[config.mk]
export PLATFORM = sky130hd
export DESIGN_NAME = sprite_line_evaluation
export DESIGN_NICKNAME = d
export VERILOG_FILES = /design/src/design/slev_pkg.sv /design/src/design/sprite_line_evaluation.sv
export SDC_FILE = /design/constraint.sdc
export NUM_CORES = 2
export LEC_CHECK = 0
export ABC_CLOCK_PERIOD_IN_PS = 3740
export BUFFER_PORTS_ARGS = -buffer_cell sky130_fd_sc_hd__buf_4
export CAP_MARGIN = 20
export CORE_MARGIN = 5
export CORE_UTILIZATION = 47
export CTS_CLUSTER_DIAMETER = 30
export CTS_CLUSTER_SIZE = 30
export DETAILED_ROUTE_END_ITERATION = 10
export GPL_TIMING_DRIVEN = 0
export PLACE_DENSITY = 0.68
export SKIP_LAST_GASP = 1
export SLEW_MARGIN = 15
export SYNTH_ARGS = -nofsm -noshare
export SYNTH_HDL_FRONTEND = slang
export SYNTH_SLANG_ARGS = --single-unit
[constraint.sdc]
create_clock -name clk -period 3.74 [get_ports clk]
set_input_delay 0.187 -clock clk [delete_from_list [all_inputs] [get_ports clk]]
set_output_delay 0.187 -clock clk [all_outputs]
set_load 0.02 [all_outputs]
[src/design/slev_pkg.sv]
`timescale 1ns / 1ps

package slev_pkg;

	typedef enum logic [2:0] {
		ST_IDLE,
		ST_SCAN,
		ST_DRAIN,
		ST_FETCH,
		ST_SEND
	} state_t;

	localparam logic OP_WRITE = 1'b0;
	localparam logic OP_EVAL  = 1'b1;

	localparam logic CFG_SPRITE_TALL          = 1'b0;
	localparam logic CFG_SMALL_SPRITE_TBL_HI = 1'b1;

	localparam int SLOT_CAP = 16;

endpackage

[src/design/sprite_line_evaluation.sv]
`timescale 1ns / 1ps
// Write word: accepted while idle, no result; busy stays low.
// Evaluate word: busy through a scan of every entry (one entry read per cycle) and a drain state, then per
// kept sprite a fetch state for its four byte reads and one result state, or one empty result when nothing hits.
// Each result shows on done in the cycle after it is formed;
// the next word is accepted from the cycle the last result shows. The receiver cannot stall.
// Reset clears control state, the configuration and the memory valid bits (memory reads as zero).
module sprite_line_evaluation
	import slev_pkg::*;
#(
	parameter int SPRITE_ENTRIES = 64,
	parameter int LINE_SLOTS     = 8
) (
	input  logic        clk,
	input  logic        arst_n,
	input  logic        start,
	output logic        busy,
	input  logic        opcode,
	input  logic [7:0]  mem_address,
	input  logic [7:0]  mem_data,
	input  logic [8:0]  line_number,
	input  logic        cfg_write,
	input  logic        cfg_index,
	input  logic        cfg_data,
	output logic        done,
	output logic        found,
	output logic [2:0]  slot,
	output logic [5:0]  sprite_index,
	output logic [7:0]  tile_number,
	output logic [7:0]  attribute_bits,
	output logic [7:0]  x_position,
	output logic [12:0] pattern_address,
	output logic [3:0]  kept_count,
	output logic        overflow,
	output logic        sprite_zero_present,
	output logic        last
);

	localparam int SLOTS = (LINE_SLOTS > SLOT_CAP) ? SLOT_CAP : LINE_SLOTS;
	localparam int EW    = $clog2(SPRITE_ENTRIES);
	localparam int KW    = $clog2(SLOTS + 1);
	localparam int SW    = (SLOTS > 1) ? $clog2(SLOTS) : 1;

	state_t state_q, state_d;

	logic          tall_q;
	logic          tbl_hi_q;
	logic [8:0]    line_q;
	logic [EW-1:0] scan_q;
	logic [EW-1:0] idx_s1;
	logic          cmp_s1;
	logic [KW-1:0] kept_q;
	logic [SW-1:0] emit_q;
	logic [2:0]    byte_q;
	logic          over_q;
	logic          zero_q;
	logic [EW-1:0] sel_q [SLOTS];
	logic [7:0]    y_q, tile_q, attr_q, x_q;

	logic [7:0]    mem_q [256];
	logic [255:0]  vld_q;
	logic [7:0]    rd_raw_q;
	logic          rd_vld_q;
	logic [7:0]    rd_addr;
	logic [7:0]    rd_data;
	logic          mem_we;
	logic          eval_go;

	logic          done_q, found_q, overflow_q, zero_out_q, last_q;
	logic [2:0]    slot_q;
	logic [5:0]    index_q;
	logic [7:0]    tile_out_q, attr_out_q, x_out_q;
	logic [12:0]   pattern_q;
	logic [3:0]    count_q;

	logic [9:0]    scan_diff;
	logic          hit;
	logic [EW-1:0] cur_entry;
	logic [9:0]    emit_diff;
	logic [3:0]    row;
	logic [12:0]   plane_addr;
	logic          emit_last;

	assign busy    = (state_q != ST_IDLE);
	assign mem_we  = start && !busy && (opcode == OP_WRITE);
	assign eval_go = start && !busy && (opcode == OP_EVAL);

	assign cur_entry = sel_q[emit_q];

	always_comb begin
		unique case (state_q)
			ST_SCAN:  rd_addr = 8'({scan_q, 2'b00});
			ST_FETCH: rd_addr = 8'({cur_entry, byte_q[1:0]});
			default:  rd_addr = 8'd0;
		endcase
	end

	always_ff @(posedge clk) begin
		if (mem_we) begin
			mem_q[mem_address] <= mem_data;
		end
		rd_raw_q <= mem_q[rd_addr];
	end

	always_ff @(posedge clk or negedge arst_n) begin
		if (!arst_n) begin
			vld_q    <= '0;
			rd_vld_q <= 1'b0;
		end else begin
			if (mem_we) begin
				vld_q[mem_address] <= 1'b1;
			end
			rd_vld_q <= vld_q[rd_addr];
		end
	end

	assign rd_data = rd_vld_q ? rd_raw_q : 8'd0;

	assign scan_diff = {1'b0, line_q} - {2'b00, rd_data};
	assign hit = !scan_diff[9] && (scan_diff[8:4] == 5'd0) && (tall_q || !scan_diff[3]);

	assign emit_diff = {1'b0, line_q} - {2'b00, y_q};
	assign row = attr_q[7] ? ~emit_diff[3:0] : emit_diff[3:0];
	assign plane_addr = tall_q ? {tile_q[0], tile_q[7:1], row[3], 1'b0, row[2:0]}
	                           : {tbl_hi_q, tile_q, 1'b0, row[2:0]};
	assign emit_last = ((KW'(emit_q) + KW'(1)) == kept_q);

	always_comb begin
		state_d = state_q;
		unique case (state_q)
			ST_IDLE: begin
				if (eval_go) begin
					state_d = ST_SCAN;
				end
			end
			ST_SCAN: begin
				if (scan_q == EW'(SPRITE_ENTRIES - 1)) begin
					state_d = ST_DRAIN;
				end
			end
			ST_DRAIN: begin
				state_d = ST_FETCH;
			end
			ST_FETCH: begin
				if (kept_q == '0) begin
					state_d = ST_IDLE;
				end else if (byte_q == 3'd4) begin
					state_d = ST_SEND;
				end
			end
			ST_SEND: begin
				state_d = emit_last ? ST_IDLE : ST_FETCH;
			end
			default: state_d = ST_IDLE;
		endcase
	end

	always_ff @(posedge clk or negedge arst_n) begin
		if (!arst_n) begin
			state_q <= ST_IDLE;
		end else begin
			state_q <= state_d;
		end
	end

	always_ff @(posedge clk or negedge arst_n) begin
		if (!arst_n) begin
			tall_q   <= 1'b0;
			tbl_hi_q <= 1'b0;
		end else if (cfg_write) begin
			unique case (cfg_index)
				CFG_SPRITE_TALL:         tall_q   <= cfg_data;
				CFG_SMALL_SPRITE_TBL_HI: tbl_hi_q <= cfg_data;
				default: ;
			endcase
		end
	end

	always_ff @(posedge clk or negedge arst_n) begin
		if (!arst_n) begin
			scan_q <= '0;
			cmp_s1 <= 1'b0;
			kept_q <= '0;
			emit_q <= '0;
			byte_q <= '0;
			over_q <= 1'b0;
			zero_q <= 1'b0;
		end else begin
			cmp_s1 <= (state_q == ST_SCAN);
			if (eval_go) begin
				scan_q <= '0;
				kept_q <= '0;
				emit_q <= '0;
				byte_q <= '0;
				over_q <= 1'b0;
				zero_q <= 1'b0;
			end
			if (state_q == ST_SCAN) begin
				scan_q <= scan_q + EW'(1);
			end
			if (cmp_s1 && hit) begin
				if (idx_s1 == '0) begin
					zero_q <= 1'b1;
				end
				if (kept_q < KW'(SLOTS)) begin
					kept_q <= kept_q + KW'(1);
				end else begin
					over_q <= 1'b1;
				end
			end
			if (state_q == ST_FETCH) begin
				byte_q <= byte_q + 3'd1;
			end
			if (state_q == ST_SEND) begin
				byte_q <= '0;
				emit_q <= emit_q + SW'(1);
			end
		end
	end

	always_ff @(posedge clk) begin
		if (eval_go) begin
			line_q <= line_number;
		end
		idx_s1 <= scan_q;
		if (cmp_s1 && hit && (kept_q < KW'(SLOTS))) begin
			sel_q[kept_q[SW-1:0]] <= idx_s1;
		end
		if (state_q == ST_FETCH) begin
			unique case (byte_q)
				3'd1:    y_q    <= rd_data;
				3'd2:    tile_q <= rd_data;
				3'd3:    attr_q <= rd_data;
				3'd4:    x_q    <= rd_data;
				default: ;
			endcase
		end
	end

	always_ff @(posedge clk or negedge arst_n) begin
		if (!arst_n) begin
			done_q <= 1'b0;
		end else begin
			done_q <= (state_q == ST_SEND) || ((state_q == ST_FETCH) && (kept_q == '0));
		end
	end

	always_ff @(posedge clk) begin
		if (state_q == ST_SEND) begin
			found_q    <= 1'b1;
			slot_q     <= 3'(emit_q);
			index_q    <= 6'(cur_entry);
			tile_out_q <= tile_q;
			attr_out_q <= attr_q;
			x_out_q    <= x_q;
			pattern_q  <= plane_addr;
			count_q    <= 4'(kept_q);
			overflow_q <= over_q;
			zero_out_q <= zero_q;
			last_q     <= emit_last;
		end else begin
			found_q    <= 1'b0;
			slot_q     <= '0;
			index_q    <= '0;
			tile_out_q <= '0;
			attr_out_q <= '0;
			x_out_q    <= '0;
			pattern_q  <= '0;
			count_q    <= '0;
			overflow_q <= 1'b0;
			zero_out_q <= 1'b0;
			last_q     <= 1'b1;
		end
	end

	assign done                = done_q;
	assign found               = found_q;
	assign slot                = slot_q;
	assign sprite_index        = index_q;
	assign tile_number         = tile_out_q;
	assign attribute_bits      = attr_out_q;
	assign x_position          = x_out_q;
	assign pattern_address     = pattern_q;
	assign kept_count          = count_q;
	assign overflow            = overflow_q;
	assign sprite_zero_present = zero_out_q;
	assign last                = last_q;

endmodule

==> metrics.cfg <==
[run_status]
outcome=finished with violations
failed_checks=negative setup slack

[sta]
finalClockSkew_ns=0.05095
max_freq_mhz=257.2
rsz0062_at_grt=yes
hold_viol=0
slew_viol_final=0
fin_crit_sh=1.039
final.min_clock_period_ns=3.887
relSlewSlack=0.1176
worst_pin_slew_ns=1.320
layout_setup_ws_ns=-0.1473
setup_viol=309

[clock_network]
htree_levels=5
clock_sinks=2475
clk_path_buf_depth=4
cts-root-buf=clkbuf_16
clock_latency_ns=0.99
cts_buffers=474
cts_tree=yes
cts.clk_slew.worst_paths_ns=0.05

[floorplanning]
die_area_um2=228600
die_y_um=478.2
start_util=0.4734
io_pins=88
rows=171
core-area_um2=217600
die_x_um=478.2

[yosys]
ys_types=76
yosys.area_share.adder=0.002502
synthArstFlopShare=0.1139
ys.warnings.count=0
synthSimpleGateAreaFrac=0.09422
synth_compound_area_frac=0.1086
netlist.top_cell.by_area=edfxtp_1
ys_seq_area_frac=0.7019
postSynthAreaPerCell_um2=13.80
ys_seq_elements=2475
muxShareOfSynthArea=0.06488
synth_edf_count=2133
synth_ff_type=edfxtp_1
syn_area_um2=103000
synth_top_family_by_area=compound AO/OA/AOI/OAI gates
ys_top_cells_by_area=edfxtp_1 62%, dfrtp_1 6.9%, mux2_2 3.6%, mux2i_1 2.9%, nor2_1 2.8%
yosys.area.top_type_share=0.6218
syn-instance-count=7464
synth_xor_area_frac=0.001190
synthesis.nets=7516

[final_layout]
fin_area_um2=127900
syn_to_final_growth_pct=24.20
post-route-util=0.5880
drive_above_1_share=0.2652
layout.cells.most_common=edfxtp_1
layout_common_cells=2133 x edfxtp_1, 623 x nor2_1, 480 x clkbuf_16
nets=8178

[detailed_routing]
finalWirelength_um=382000
route.vias.total=74800
drtAntennaViolNets=0
vias_per_cell=6.560
drtIter0Drc=12520
drc_errors=0
drtPass1Iterations=9
wl_per_cell_um=33.50

[power]
p_total_mw=74.75
p_leak_nw=43.75
p_per_area_nw_per_um2=584.3
peakVddDrop_v=0.0006179

[setup_path]
critPathMaxFanout=10
crit_start=byte_q[0]
r2r-start=byte_q[0]
required_ns=4.59
endpoint_kind=flop
crit_arrival_ns=4.73
cp-start-kind=flop
crit_type=flop to flop

[global_route]
grt_start_max_net_pins=121
grt.total_usage=0.3242
first_global_vias=71610
antenna_found_initial=34
grt_overflow=0
grt_pass1_wl_um=528700

[place]
place_congestion=1.069
io_buffers=86
dpl_cell_area_um2=108400
hpwl_um=262100

[worst_hold_path]
min_from=mem_address[2]
min_path_type=primary input to flop

[flow_run]
max_cap_violations=0

## logic make-up after synthesis
family | after synthesis
flops | 2475
simple gates | 2090
compound gates | 1626
mux | 624
buf+inv | 614
fa+ha+maj | 20
xor+xnor | 14
other cells | 1
## worst max-delay path: stages, from the launching register on
cell,delay [ns]
dfrtp_1,0.50
inv_1,0.31
clkbuf_4,0.39
clkbuf_4,0.32
buf_8,0.19
buf_2,0.38
o21ai_0,0.19
o221ai_1,0.15
o21ai_0,0.29
a211oi_1,0.40
nand4_1,0.26
a22o_4,0.35
## metrics by stage
| stage | setup WS, ns | TNS, ns | std cells | hold slack, ns |
|---|---|---|---|---|
| after floorplan | 0.6601 | 0 | 7464 | -0.1086 |
| after global placement | -1.787 | -755.91 | 10400 | 0.3671 |
| after detailed placement | -1.610 | -475.34 | 10450 | 0.1128 |
| after CTS | -0.2243 | -14.95 | 11370 | 0.02616 |
| after global routing | -0.1970 | -53.98 | 11380 | 0.06150 |
| final | -0.1473 | -12.37 | 11400 | 0.06397 |
## metal layers
layer	up-vias	track usage	part of all wire
li1	30440	-	-
met1	36910	0.4132	0.36
met2	6106	0.4699	0.43
met3	1324	0.1165	0.14
met4	18	0.2091	0.074
met5	-	0	0.00033
## final cells by class
type / count / area [um^2]
antenna: 24 / 60.06
buffer: 588 / 3427
clock buffer: 566 / 12650
clock inverter: 309 / 3899
fill: 16320 / 89650
inverter: 24 / 92.59
multi-input combinational: 4375 / 29620
sequential: 2475 / 72310
tap: 2854 / 3571
timing repair buffer: 188 / 2301
## flip-flops by register name, indices dropped and copies added, names as in the netlist, 7 cells and up
name and cells:
tile_q 8, mem_q 2048, x_position 8, line_q 9
sel_q 48, attr_q 8, rd_raw_q 8, tile_number 7
x_q 8, vld_q 256, attribute_bits 8
## final timing paths
check	to	slack, ns	cells past startpoint
worst min register to register	idx_s1[5]	0.46	0
worst max-delay path	rd_raw_q[1]	-0.15	11
max in group asynchronous	emit_q[0]	2.21	6
worst min-delay path	mem_q[47][3]	0.06	3
min in group asynchronous	vld_q[54]	0.30	4
worst max register to register	rd_raw_q[1]	-0.15	11
## synthesized netlist by cell type (all sizes together), types with 3 or more instances
| library cell | count |
|---|---|
| o22ai | 127 |
| a22oi | 23 |
| a211o | 19 |
| ha | 19 |
| and2 | 12 |
| nand2 | 341 |
| o21ai | 480 |
| xor2 | 3 |
| nor2 | 766 |
| nor4 | 11 |
| nor2b | 9 |
| mux2 | 327 |
| or3 | 30 |
| xnor2 | 11 |
| a21o | 4 |
| nand3 | 124 |
| a211oi | 91 |
| or2 | 276 |
| a21oi | 165 |
| dfrtp | 282 |
| and3 | 37 |
| a32oi | 3 |
| inv | 24 |
| clkbuf | 339 |
| a222oi | 9 |
| dfxtp | 60 |
| a41oi | 13 |
| nor3 | 411 |
| o221ai | 243 |
| nand2b | 39 |
| mux2i | 295 |
| a22o | 11 |
| a2111oi | 64 |
| edfxtp | 2133 |
| buf | 251 |
| nand4 | 23 |
| o211ai | 173 |
| o31ai | 23 |
| nand3b | 4 |
| o2111ai | 171 |
## report_power, final
group / total, mW / internal, mW / switching [mW]
clock: 43.8 / 29.4 / 14.4
sequential: 30.0 / 30.0 / 0.00532
combinational: 0.867 / 0.153 / 0.715
## what timing repair did
action	in CTS	in global routing
pin swaps	19	24
setup endpoints to repair	1414	1541
buffers inserted	9	2
hold buffers	39	0
cloned	0	0
endpoints found under the hold margin	1079	0
resized for setup	621	265
(Power assumes the default switching activity.)
